===== src/rtl/core/assert_macros.svh =====
// Assertion macros shared by the RTL of the band level and peak tracker.
`ifndef ASSERT_MACROS_SVH
`define ASSERT_MACROS_SVH
`ifndef SYNTHESIS
// Check a condition at every clock edge outside reset.
`define BLPT_ASSERT_ALWAYS(lbl, clk, rstn, cond, msg) \
  lbl: assert property (@(posedge clk) disable iff (!(rstn)) (cond)) else $error(msg);
// Check a condition in the same cycle as its trigger.
`define BLPT_ASSERT_SAME(lbl, clk, rstn, ante, cons, msg) \
  lbl: assert property (@(posedge clk) disable iff (!(rstn)) (ante) |-> (cons)) \
    else $error(msg);
// Check a condition in the cycle after its trigger.
`define BLPT_ASSERT_NEXT(lbl, clk, rstn, ante, cons, msg) \
  lbl: assert property (@(posedge clk) disable iff (!(rstn)) (ante) |=> (cons)) \
    else $error(msg);
`else
`define BLPT_ASSERT_ALWAYS(lbl, clk, rstn, cond, msg)
`define BLPT_ASSERT_SAME(lbl, clk, rstn, ante, cons, msg)
`define BLPT_ASSERT_NEXT(lbl, clk, rstn, ante, cons, msg)
`endif
`endif


===== src/rtl/core/blpt_pkg.sv =====
// Types, constants and lookup functions of the band level and peak tracker.
package blpt_pkg;

  localparam int NUM_BANDS = 75;
  localparam int BAR_BANDS = 19;
  localparam int BAND_W    = 7;
  localparam int MAG_W     = 8;
  localparam int VAL_W     = 16;
  localparam int SPD_W     = 24;
  localparam int FAC_W     = 9;
  localparam int SEL_W     = 3;
  localparam int ADDR_W    = $clog2(NUM_BANDS);
  localparam int CFG_IDX_W = 2;
  localparam int CFG_DAT_W = 8;

  localparam logic [SPD_W-1:0] SPEED_START = SPD_W'(655);

  typedef enum logic [CFG_IDX_W-1:0] {
    REG_LEVEL_FALLOFF = 2'd0,
    REG_PEAK_FALLOFF  = 2'd1,
    REG_BARS_MODE     = 2'd2
  } cfg_reg_t;

  typedef struct packed {
    logic [VAL_W-1:0] level;
    logic [VAL_W-1:0] peak;
    logic [SPD_W-1:0] speed;
  } band_state_t;

  // Level fall step, 1.8; selectors above four act as four.
  function automatic logic [FAC_W-1:0] level_step(input logic [SEL_W-1:0] sel);
    logic [FAC_W-1:0] st;
    case (sel)
      3'd0:    st = FAC_W'(87);
      3'd1:    st = FAC_W'(128);
      3'd2:    st = FAC_W'(256);
      3'd3:    st = FAC_W'(333);
      default: st = FAC_W'(410);
    endcase
    return st;
  endfunction

  // Peak speed growth factor, 1.8; selectors above four act as four.
  function automatic logic [FAC_W-1:0] growth_factor(input logic [SEL_W-1:0] sel);
    logic [FAC_W-1:0] gf;
    case (sel)
      3'd0:    gf = FAC_W'(307);
      3'd1:    gf = FAC_W'(333);
      3'd2:    gf = FAC_W'(358);
      3'd3:    gf = FAC_W'(384);
      default: gf = FAC_W'(410);
    endcase
    return gf;
  endfunction

endpackage


===== src/rtl/core/blpt_update.sv =====
// Per-band update of level, peak and peak fall speed for one sample.
module blpt_update (
  input  blpt_pkg::band_state_t       cur_state,
  input  logic [blpt_pkg::MAG_W-1:0]  magnitude,
  input  logic [blpt_pkg::SEL_W-1:0]  level_falloff_sel,
  input  logic [blpt_pkg::SEL_W-1:0]  peak_falloff_sel,
  output blpt_pkg::band_state_t       new_state
);
  import blpt_pkg::*;

  logic [VAL_W-1:0]       mag_fx;
  logic                   rise;
  logic [FAC_W-1:0]       step;
  logic [VAL_W-1:0]       level_dec;
  logic [VAL_W-1:0]       level_nxt;
  logic [VAL_W-1:0]       drop;
  logic [VAL_W:0]         peak_diff;
  logic [VAL_W-1:0]       peak_fallen;
  logic [SPD_W+FAC_W-1:0] speed_prod;
  logic [SPD_W:0]         speed_grown;
  logic [SPD_W-1:0]       speed_fallen;

  assign mag_fx = {magnitude, 8'h00};
  assign rise   = mag_fx > cur_state.level;
  assign step   = level_step(level_falloff_sel);

  // Saturating decrement toward zero.
  assign level_dec = (cur_state.level > VAL_W'(step)) ?
                     cur_state.level - VAL_W'(step) : '0;
  assign level_nxt = rise ? mag_fx : level_dec;

  // Peak falls by the speed's integer part, held at or above the new level.
  assign drop        = cur_state.speed[SPD_W-1:8];
  assign peak_diff   = {1'b0, cur_state.peak} - {1'b0, drop};
  assign peak_fallen = (peak_diff[VAL_W] || (peak_diff[VAL_W-1:0] < level_nxt)) ?
                       level_nxt : peak_diff[VAL_W-1:0];

  // Grow speed by the factor, truncate the 8 fraction bits, saturate.
  assign speed_prod   = cur_state.speed * growth_factor(peak_falloff_sel);
  assign speed_grown  = speed_prod[SPD_W+FAC_W-1:8];
  assign speed_fallen = speed_grown[SPD_W] ? '1 : speed_grown[SPD_W-1:0];

  always_comb begin
    new_state.level = level_nxt;
    new_state.peak  = cur_state.peak;
    new_state.speed = cur_state.speed;
    if (rise && (level_nxt > cur_state.peak)) begin
      new_state.peak  = level_nxt;
      new_state.speed = SPEED_START;
    end else if (cur_state.peak != '0) begin
      new_state.peak  = peak_fallen;
      new_state.speed = speed_fallen;
    end
  end

endmodule


===== src/rtl/core/band_level_peak_tracker.sv =====
// Top level of the band level and peak tracker: handshakes, band store, result register.
// A word accepted into the input regs then moves to the result regs, which drive out_tdata.
// Throughput: one word per cycle unless stalled; the band store read/update/write loop
//   closes through a write-back bypass register, so the same band may arrive back to back.
// Reset: rst_n low at a clock edge clears all band valid bits (every band reads as zero)
//   and the configuration registers; no clearing sweep is needed.
`include "assert_macros.svh"
module band_level_peak_tracker (
  input  logic                             clk,
  input  logic                             rst_n,
  // Configuration write channel
  input  logic                             cfg_valid,
  output logic                             cfg_ready,
  input  logic [blpt_pkg::CFG_IDX_W-1:0]   cfg_index,
  input  logic [blpt_pkg::CFG_DAT_W-1:0]   cfg_data,
  // Sample stream
  input  logic                             in_tvalid,
  output logic                             in_tready,
  input  logic [15:0]                      in_tdata,   // [6:0] band, [14:7] magnitude
  // Result stream
  output logic                             out_tvalid,
  input  logic                             out_tready,
  output logic [39:0]                      out_tdata   // [6:0] band_out, [22:7] level_out,
                                                       // [38:23] peak_out
);
  import blpt_pkg::*;

  // Configuration registers
  logic [SEL_W-1:0] level_sel_r;
  logic [SEL_W-1:0] peak_sel_r;
  logic             bars_mode_r;

  // Stage 1: accepted sample plus registered store read
  logic              s1_vld_r;
  logic [BAND_W-1:0] s1_band_r;
  logic [MAG_W-1:0]  s1_mag_r;
  logic              s1_adv;
  logic              s1_in_range;
  logic              s1_hold;
  logic              in_accept;
  logic [BAND_W-1:0] in_band;
  logic [MAG_W-1:0]  in_mag;
  logic              in_range;

  // Band store with one valid bit per band
  band_state_t       state_mem [NUM_BANDS];
  logic [NUM_BANDS-1:0] band_vld_r;
  band_state_t       rd_data_r;
  logic              rd_vld_r;
  logic              wr_en;
  logic [ADDR_W-1:0] s1_addr;

  // Write-back bypass
  logic              wb_vld_r;
  logic [ADDR_W-1:0] wb_addr_r;
  band_state_t       wb_state_r;

  band_state_t       cur_state;
  band_state_t       new_state;

  // Result register
  logic              out_vld_r;
  logic [BAND_W-1:0] out_band_r;
  logic [VAL_W-1:0]  out_level_r;
  logic [VAL_W-1:0]  out_peak_r;
  logic [VAL_W-1:0]  res_level;
  logic [VAL_W-1:0]  res_peak;

  // ---------------------------------------------------------------------------
  // Configuration: always ready, unknown indexes drop silently.
  // ---------------------------------------------------------------------------
  assign cfg_ready = 1'b1;

  always_ff @(posedge clk) begin
    if (!rst_n) begin
      level_sel_r <= '0;
      peak_sel_r  <= '0;
      bars_mode_r <= 1'b0;
    end else if (cfg_valid && cfg_ready) begin
      unique case (cfg_reg_t'(cfg_index))
        REG_LEVEL_FALLOFF: level_sel_r <= cfg_data[SEL_W-1:0];
        REG_PEAK_FALLOFF:  peak_sel_r  <= cfg_data[SEL_W-1:0];
        REG_BARS_MODE:     bars_mode_r <= cfg_data[0];
        default: ;
      endcase
    end
  end

  // ---------------------------------------------------------------------------
  // Input side: take a word whenever stage 1 is empty or moving on.
  // ---------------------------------------------------------------------------
  assign in_band   = in_tdata[BAND_W-1:0];
  assign in_mag    = in_tdata[BAND_W+MAG_W-1:BAND_W];
  assign in_range  = in_band < BAND_W'(NUM_BANDS);
  assign s1_adv    = !out_vld_r || out_tready;
  assign in_tready = !s1_vld_r || s1_adv;
  assign in_accept = in_tvalid && in_tready;

  always_ff @(posedge clk) begin
    if (!rst_n) begin
      s1_vld_r <= 1'b0;
    end else if (in_tready) begin
      s1_vld_r <= in_tvalid;
    end
  end

  always_ff @(posedge clk) begin
    if (in_accept) begin
      s1_band_r <= in_band;
      s1_mag_r  <= in_mag;
    end
  end

  // ---------------------------------------------------------------------------
  // Band store: read on accept, write when the updated word leaves stage 1.
  // ---------------------------------------------------------------------------
  assign s1_addr     = s1_band_r[ADDR_W-1:0];
  assign s1_in_range = s1_band_r < BAND_W'(NUM_BANDS);
  // Bars mode leaves the upper bands untouched and echoes what is stored.
  assign s1_hold     = bars_mode_r && (s1_band_r >= BAND_W'(BAR_BANDS));
  assign wr_en       = s1_vld_r && s1_adv && s1_in_range && !s1_hold;

  always_ff @(posedge clk) begin
    if (wr_en) begin
      state_mem[s1_addr] <= new_state;
    end
    if (in_accept && in_range) begin
      rd_data_r <= state_mem[in_band[ADDR_W-1:0]];
    end
  end

  always_ff @(posedge clk) begin
    if (!rst_n) begin
      band_vld_r <= '0;
      rd_vld_r   <= 1'b0;
      wb_vld_r   <= 1'b0;
    end else begin
      if (wr_en) begin
        band_vld_r[s1_addr] <= 1'b1;
      end
      if (in_accept && in_range) begin
        rd_vld_r <= band_vld_r[in_band[ADDR_W-1:0]];
      end
      if (wr_en) begin
        wb_vld_r <= 1'b1;
      end
    end
  end

  // Hold the last write so a read that raced it sees the fresh value.
  always_ff @(posedge clk) begin
    if (wr_en) begin
      wb_addr_r  <= s1_addr;
      wb_state_r <= new_state;
    end
  end

  always_comb begin
    if (wb_vld_r && (wb_addr_r == s1_addr)) begin
      cur_state = wb_state_r;
    end else if (rd_vld_r) begin
      cur_state = rd_data_r;
    end else begin
      cur_state = '0;
    end
  end

  blpt_update u_update (
    .cur_state         (cur_state),
    .magnitude         (s1_mag_r),
    .level_falloff_sel (level_sel_r),
    .peak_falloff_sel  (peak_sel_r),
    .new_state         (new_state)
  );

  // ---------------------------------------------------------------------------
  // Result register: out-of-store bands report zero.
  // ---------------------------------------------------------------------------
  always_comb begin
    if (!s1_in_range) begin
      res_level = '0;
      res_peak  = '0;
    end else if (s1_hold) begin
      res_level = cur_state.level;
      res_peak  = cur_state.peak;
    end else begin
      res_level = new_state.level;
      res_peak  = new_state.peak;
    end
  end

  always_ff @(posedge clk) begin
    if (!rst_n) begin
      out_vld_r <= 1'b0;
    end else if (s1_adv) begin
      out_vld_r <= s1_vld_r;
    end
  end

  always_ff @(posedge clk) begin
    if (s1_adv && s1_vld_r) begin
      out_band_r  <= s1_band_r;
      out_level_r <= res_level;
      out_peak_r  <= res_peak;
    end
  end

  assign out_tvalid = out_vld_r;
  assign out_tdata  = {1'b0, out_peak_r, out_level_r, out_band_r};

  // ---------------------------------------------------------------------------
  // Checks
  // ---------------------------------------------------------------------------
  `BLPT_ASSERT_SAME(a_peak_covers_level, clk, rst_n,
                    out_vld_r, out_level_r <= out_peak_r, "peak below level")
  `BLPT_ASSERT_SAME(a_write_in_store, clk, rst_n,
                    wr_en, s1_vld_r && s1_in_range, "store write without in-range word")
  `BLPT_ASSERT_NEXT(a_stage_moves, clk, rst_n,
                    s1_vld_r && s1_adv, out_vld_r, "stage 1 word lost")
  `BLPT_ASSERT_NEXT(a_stall_holds_result, clk, rst_n,
                    out_vld_r && !out_tready, out_vld_r && $stable(out_tdata),
                    "result word changed during stall")

endmodule


===== config.mk =====
export PLATFORM = sky130hd
export DESIGN_NAME = band_level_peak_tracker
export DESIGN_NICKNAME = d
export VERILOG_FILES = /design/src/rtl/core/blpt_pkg.sv /design/src/rtl/core/blpt_update.sv /design/src/rtl/core/band_level_peak_tracker.sv
export VERILOG_INCLUDE_DIRS = /design/src /design/src/rtl/core
export SDC_FILE = /design/constraint.sdc
export NUM_CORES = 2
export LEC_CHECK = 0
export ABC_AREA = 1
export BUFFER_PORTS_ARGS = -buffer_cell sky130_fd_sc_hd__buf_2
export CAP_MARGIN = 25
export CORE_MARGIN = 5
export CORE_UTILIZATION = 30
export CTS_CLUSTER_DIAMETER = 80
export DETAILED_ROUTE_END_ITERATION = 16
export GPL_ROUTABILITY_DRIVEN = 0
export PLACE_DENSITY_LB_ADDON = 0.25
export SLEW_MARGIN = 30
export SYNTH_ARGS = -nofsm -noshare
export SYNTH_HDL_FRONTEND = slang
export SYNTH_MEMORY_MAX_BITS = 65536
export SYNTH_SLANG_ARGS = --single-unit

===== constraint.sdc =====
create_clock -name clk -period 14.58 [get_ports clk]
set_input_delay 0.729 -clock clk [delete_from_list [all_inputs] [get_ports clk]]
set_output_delay 0.729 -clock clk [all_outputs]
set_load 0.01 [all_outputs]

==> Yosys cells after proc, flatten, opt, wreduce, memory -nomap -nowiden <==
Memories as Yosys holds them, arrays and structs flattened. A register that Yosys moved wholly into a read port is not among the register bits.
Index checks and enable logic that the tools add are counted.
{ "op_classes": {"n_reduce_logical": 22, "n_bitwise": 1, "n_mux": 18, "addsub": 2, "mul": 1, "order_cmp": 10, "n_eq_ne": 9} }
{ "ops": {"columns": ["op", "n"], "rows": [
  ["56-bit 2-to-1 mux", 2],
  ["16-bit 2-to-1 mux", 5],
  ["40-bit 2-to-1 mux", 2],
  ["75-bit OR", 1],
  ["9-bit one-hot mux with 4 select lines", 1],
  ["24-bit by 9-bit multiplier with 33-bit output", 1],
  ["16-bit > comparator", 2],
  ["8-bit one-hot mux with 4 select lines", 1],
  ["24-bit 2-to-1 mux", 1],
  ["16-bit by 16-bit subtractor with 17-bit output", 1],
  ["16-bit by 9-bit > comparator with 1-bit output", 1],
  ["16-bit < comparator", 1],
  ["7-bit by 8-bit < comparator with 1-bit output, second input constant", 2],
  ["16-bit nonzero test", 1],
  ["16-bit by 9-bit subtractor with 16-bit output", 1],
  ["7-bit < comparator, second input constant", 2],
  ["3-bit by 2-bit == test with 1-bit output, second input constant", 4],
  ["1-bit logical AND", 9],
  ["1-bit binary-select mux with 7-bit select", 1],
  ["1-bit demux with 7-bit select", 1],
  ["7-bit == test", 1],
  ["7-bit by 1-bit >= comparator with 1-bit output, second input constant", 1],
  ["7-bit by 5-bit >= comparator with 1-bit output, second input constant", 1],
  ["3-bit by 1-bit == test with 1-bit output, second input constant", 2],
  ["other kinds (8)", 18]
]} }
{ "word_totals": {"n_memories": 1, "out_inout_bits": 43, "regBits": 203, "ram_bits": 4200} }
{ "mem_list": {"columns": ["memory", "words", "word_bits", "rd", "rd_ports_with_merged_regs", "wr", "line", "source"], "rows": [
  ["state_mem", 75, 56, 1, 1, 1, "band_level_peak_tracker.sv:46", "band_state_t state_mem [NUM_BANDS];"]
]} }

==> Depth between registers and ports, before layout <==
{ "depth": {"ltp_word": 12, "mapped_depth": 46, "ltp_nobuf": 44} }

==> By module <==
From an unflattened synthesis, not the netlist that was laid out.
{ "hier_totals": {"cells_unflattened": 14928, "hier_area_um2": 183435.9} }
{ "modules_own_cells": {"columns": ["mod", "area_each_um2", "cells_each", "seq_area_each_um2", "instances"], "rows": [
  ["band_level_peak_tracker", 173701.6, 13498, 133037.6, 1],
  ["blpt_update", 9734.3, 1430, 0.0, 1]
]} }

==> Worst setup path before layout <==
No wires, ideal clock.
{ "synth_path": {"path_kind": "register -> register", "from": "reg s1_band_r[0] (netlist: s1_addr[0])", "to": "mem state_mem[0][11] (netlist name) (data pin)", "period_less_slack_ns": 10.657, "n_path_buf": 7, "path_slack_ns": 3.923, "stages_incl_launch_ff": 33, "arrival_time_ns": 9.998, "path_cell_list": "edfxtp_1 -> inv_2 -> nand2_2 -> nand3_1 -> nor2_2 -> nand2_2 -> buf_6 -> buf_6 -> clkbuf_1 -> clkbuf_1 -> clkbuf_1 -> nand3_1 -> o21ai_0 -> inv_1 -> ha_1 -> nand3_1 -> nor3b_1 -> nand2_1 -> nor2_1 -> nand3_1 -> nand2_1 -> inv_2 -> nor3_1 -> inv_1 -> ha_1 -> nand2_1 -> nor3_1 -> nand2_1 -> nand3_1 -> buf_2 -> clkbuf_1 -> o21ai_0 -> a31oi_1"} }
{ "synth_lines": {"columns": ["element", "line", "source"], "rows": [
  ["start, declared", "band_level_peak_tracker.sv:35", "logic [BAND_W-1:0] s1_band_r;"],
  ["start signal, assigned", "band_level_peak_tracker.sv:109", "s1_band_r <= in_band;"],
  ["end, declared", "band_level_peak_tracker.sv:46", null]
]} }

==> flow_metrics.env <==
export IMPL_first_iter_violations=13400
export IMPL_net_count_reported_at_finish=14300
export IMPL_synth_area_top_cells="edfxtp_1 72%, o21ai_0 6.1%, nor2_1 5.1%"
export IMPL_hold_path_class="in2reg"
export IMPL_report_power_total_mw=29.8
export IMPL_skew_ns=0.0838
export IMPL_rsz0062_at_grt="false"
export IMPL_initial_antenna_violation_count=25
export IMPL_dp_hpwl_mm=348
export IMPL_grt_first_pass_wirelength_mm=887
export IMPL_post_place_ws_ns=6.06
export IMPL_power_switching_mw=7.60
export IMPL_fin_crit_ns=8.70
export IMPL_power_density_cells_nw_per_um2=143
export IMPL_dieArea_um2=622000
export IMPL_vdd_ir_drop_worst_mv=0.0979
export IMPL_syn2layout_area_growth_pct=14.2
export IMPL_grt_overflow_total=0
export IMPL_routed_wirelength_mm=635
export IMPL_synthArstFlopShare_pct=0
export IMPL_worst_path_max_delay_cell="buf_4"
export IMPL_cts_hold_repair_buffers=13
export IMPL_num_fill_cells=59500
export IMPL_synth_top_area_share_pct=72.2
export IMPL_number_of_synthesized_flops_with_an_enable_pin=4373
export IMPL_fin_worst_setup_slack_ns=5.88
export IMPL_max_cap_violations=0
export IMPL_synth_seq_area_share_pct=73.2
export IMPL_post_cts_buffers=0
export IMPL_max_stage_delay_ns=0.60
export IMPL_cts_path_max_buffers=4
export IMPL_synthesis_area_um2=182000
export IMPL_clkLatencyLatePin_ns=1.04
export IMPL_wire_per_inst_um=28.3
export IMPL_max_freq_mhz=115
export IMPL_final_setup_tns_ns=0
export IMPL_start_kind="flop"
export IMPL_post_route_period_util_pct=59.7
export IMPL_run_status="finished, final reports clean"
export IMPL_hold_viol_final=0
export IMPL_crit_top_cell="nand2_1"
export IMPL_critPathKind="reg2reg"
export IMPL_ioPinCount=74
export IMPL_final_layout_size_suffix_gt1_share_pct=8.99
export IMPL_effective_utilization_at_floorplan_pct=30.0
export IMPL_place_port_buffers=65
export IMPL_critical_path_arrival_ns=9.40
export IMPL_final_max_slew_violation_count=0
export IMPL_synth_seq_cells=4459
export IMPL_core_rowCount=286
export IMPL_sort_of_element_at_the_end_of_the_critical_path="flop"
export IMPL_drt_pass1_iterations=6
export IMPL_tritoncts_num_sinks=4459
export IMPL_cts_made_buffers=457
export IMPL_max_slew_margin_rel_pct=24.3
export IMPL_fp_dieW_um=788
export IMPL_avgSynthCellArea_um2=13.0
export IMPL_setup_viol=0
export IMPL_leakage_nw=67.8
export IMPL_clock_transition_at_path_regs_ns=0.06
export IMPL_cts_tree="done"
export IMPL_comb_power_share_pct=10.5
export IMPL_vias=120000
export IMPL_grt_use_total_pct=19.7
export IMPL_sequential_group_share_of_total_power_pct=51.3
export IMPL_yosysTopAreaCell="edfxtp_1"
export IMPL_grt_start_max_net_pins=217
export IMPL_route_antenna_remaining_nets=0
export IMPL_timing_critical_path_fanout_max=78
export IMPL_ctsResizeCount=0
export IMPL_clockRootBuffer="clkbuf_16"
export IMPL_worst_endpoint_required_ns=15.28
export IMPL_synthesis_yosys_warnings=0
export IMPL_grt_pass1_vias=113000
export IMPL_remaining_drc_errors=0
export IMPL_hold_slack_ns=0.0862
export IMPL_p_clk_share_pct=38.2
export IMPL_cts_htree_levels=5
export IMPL_worst_pin_slew_ns=1.12
export IMPL_die_h_um=788
export IMPL_synth_net_count=14300
export IMPL_routed_via_count_divided_by_cell_count=5.37
export IMPL_ys_flop_type="edfxtp_1"
export IMPL_cellInternalPower_mw=22.2
export IMPL_number_of_distinct_library_cells_after_synthesis=65
export IMPL_power_switching_share_pct=25.5
export IMPL_synth_cells=14000
export IMPL_core_area_um2=605000
## layout make-up
class                      count  area (µm²)  share of cell area [%]
clock buffer                 576       12000                    5.79
clock inverter               259        2200                    1.06
antenna                        6        15.0                 0.00723
inverter                     430        1670                   0.805
multi-input combinational   8146       44300                    21.3
tap                         8064       10100                    4.86
sequential                  4459      133000                    64.1
timing repair buffer         498        4250                    2.05
## sequential cells by signal (all words and copies together), names as in the netlist, 3 cells and up
| register | flops |
|---|---|
| band_vld_r | 75 |
| level_sel_r | 3 |
| out_band_r | 7 |
| out_level_r | 16 |
| out_peak_r | 16 |
| peak_sel_r | 3 |
| rd_data_r | 56 |
| s1_addr | 7 |
| s1_mag_r | 8 |
| state_mem | 4200 |
| wb_addr_r | 7 |
| wb_state_r | 56 |
## worst paths after layout
| path | endpoint | depth (start not counted) | start | slack [ns] |
|---|---|---|---|---|
| max | state_mem[63][32] | 35 | s1_addr[2] | 5.88 |
| max reg2reg | state_mem[63][32] | 35 | s1_addr[2] | 5.88 |
| min | bars_mode_r | 3 | cfg_index[1] | 0.09 |
| min reg2reg | band_vld_r[17] | 1 | band_vld_r[17] | 0.46 |
## power by group through the flow
stage / sequential, mW / combinational [mW] / clock (mW)
final: 15.3 / 3.13 / 11.4
after global routing: 15.3 / 3.40 / 12.1
after CTS: 15.3 / 3.12 / 11.6
after detailed placement: 15.5 / 3.11 / 0
after global placement: 15.5 / 3.10 / 0
after floorplan: 15.6 / 1.73 / 0
## cells in the final DEF (no fill, tap or decap), types with 19 or more instances in the layout
master	synthesis	routed
a21oi_1	300	298
a221oi_1	19	19
a31oi_1	55	54
buf_12	0	31
buf_2	5	57
buf_4	3	379
bufinv_16	0	28
clkbuf_1	901	107
clkbuf_16	0	459
clkinv_1	15	135
clkinv_2	0	69
dfxtp_1	86	85
edfxtp_1	4373	4373
fa_1	156	156
ha_1	112	112
inv_1	400	366
inv_2	15	40
nand2_1	813	804
nand3_1	450	447
nand4_1	56	56
nor2_1	2456	2369
nor2_4	0	89
nor3_1	21	20
o211ai_1	135	135
o21a_1	86	86
o21ai_0	2231	2226
o21ai_1	20	20
o221ai_1	365	365
o22ai_1	686	686
xor2_1	40	40
## worst max-delay path, delay by kind of cell, from the launching register on
kind,cells,cell delay (ns)
buf+inv,10,3.15
fa+ha+maj,2,0.68
simple gates,20,3.16
compound gates,3,0.73
flops,1,0.55
## cells by family after synthesis
| group | count (synthesis) | synth area share, % |
|---|---|---|
| mux | 2 | 0.0110 |
| other cells | 2 | 0.00413 |
| fa+ha+maj | 268 | 2.49 |
| compound gates | 3989 | 12.8 |
| buf+inv | 1390 | 2.90 |
| simple gates | 3833 | 8.39 |
| xor+xnor | 52 | 0.251 |
| flops | 4459 | 73.2 |
## synthesized netlist by cell type (all sizes together), types with 12 or more instances
cell type,instances
clkbuf,901
ha,112
inv,415
fa,156
clkinv,15
o21bai,18
o211ai,135
a221oi,19
dfxtp,86
o21ai,2258
xnor2,12
edfxtp,4373
buf,59
a21oi,302
nor3,21
o221ai,365
nor2,2462
nand2,822
a31oi,55
o21a,86
xor2,40
o22ai,686
nand3,451
nand4,56
## per-stage QoR
| stage | utilization (%) | std cells | cell area [µm²] |
|---|---|---|---|
| 3_3_place_gp | 31.8 | 21600 | 193000 |
| 3_5_place_dp | 31.9 | 21600 | 193000 |
| 4_1_cts | 34.3 | 22400 | 207000 |
| 6_report | 34.3 | 22400 | 208000 |
| 5_1_grt | 34.3 | 22400 | 208000 |
| 2_1_floorplan | - | 14000 | 182000 |
## routing by layer
| layer | GRT usage, % | up-vias | part of all wire (%) |
|---|---|---|---|
| li1 | - | 52100 | - |
| met1 | 26.9 | 62700 | 42 |
| met2 | 31.8 | 4581 | 46 |
| met3 | 2.41 | 1051 | 6.7 |
| met4 | 7.70 | 4 | 4.5 |
| met5 | 0 | - | 0.0036 |
Note: power is estimated with default switching activity, not from simulation.
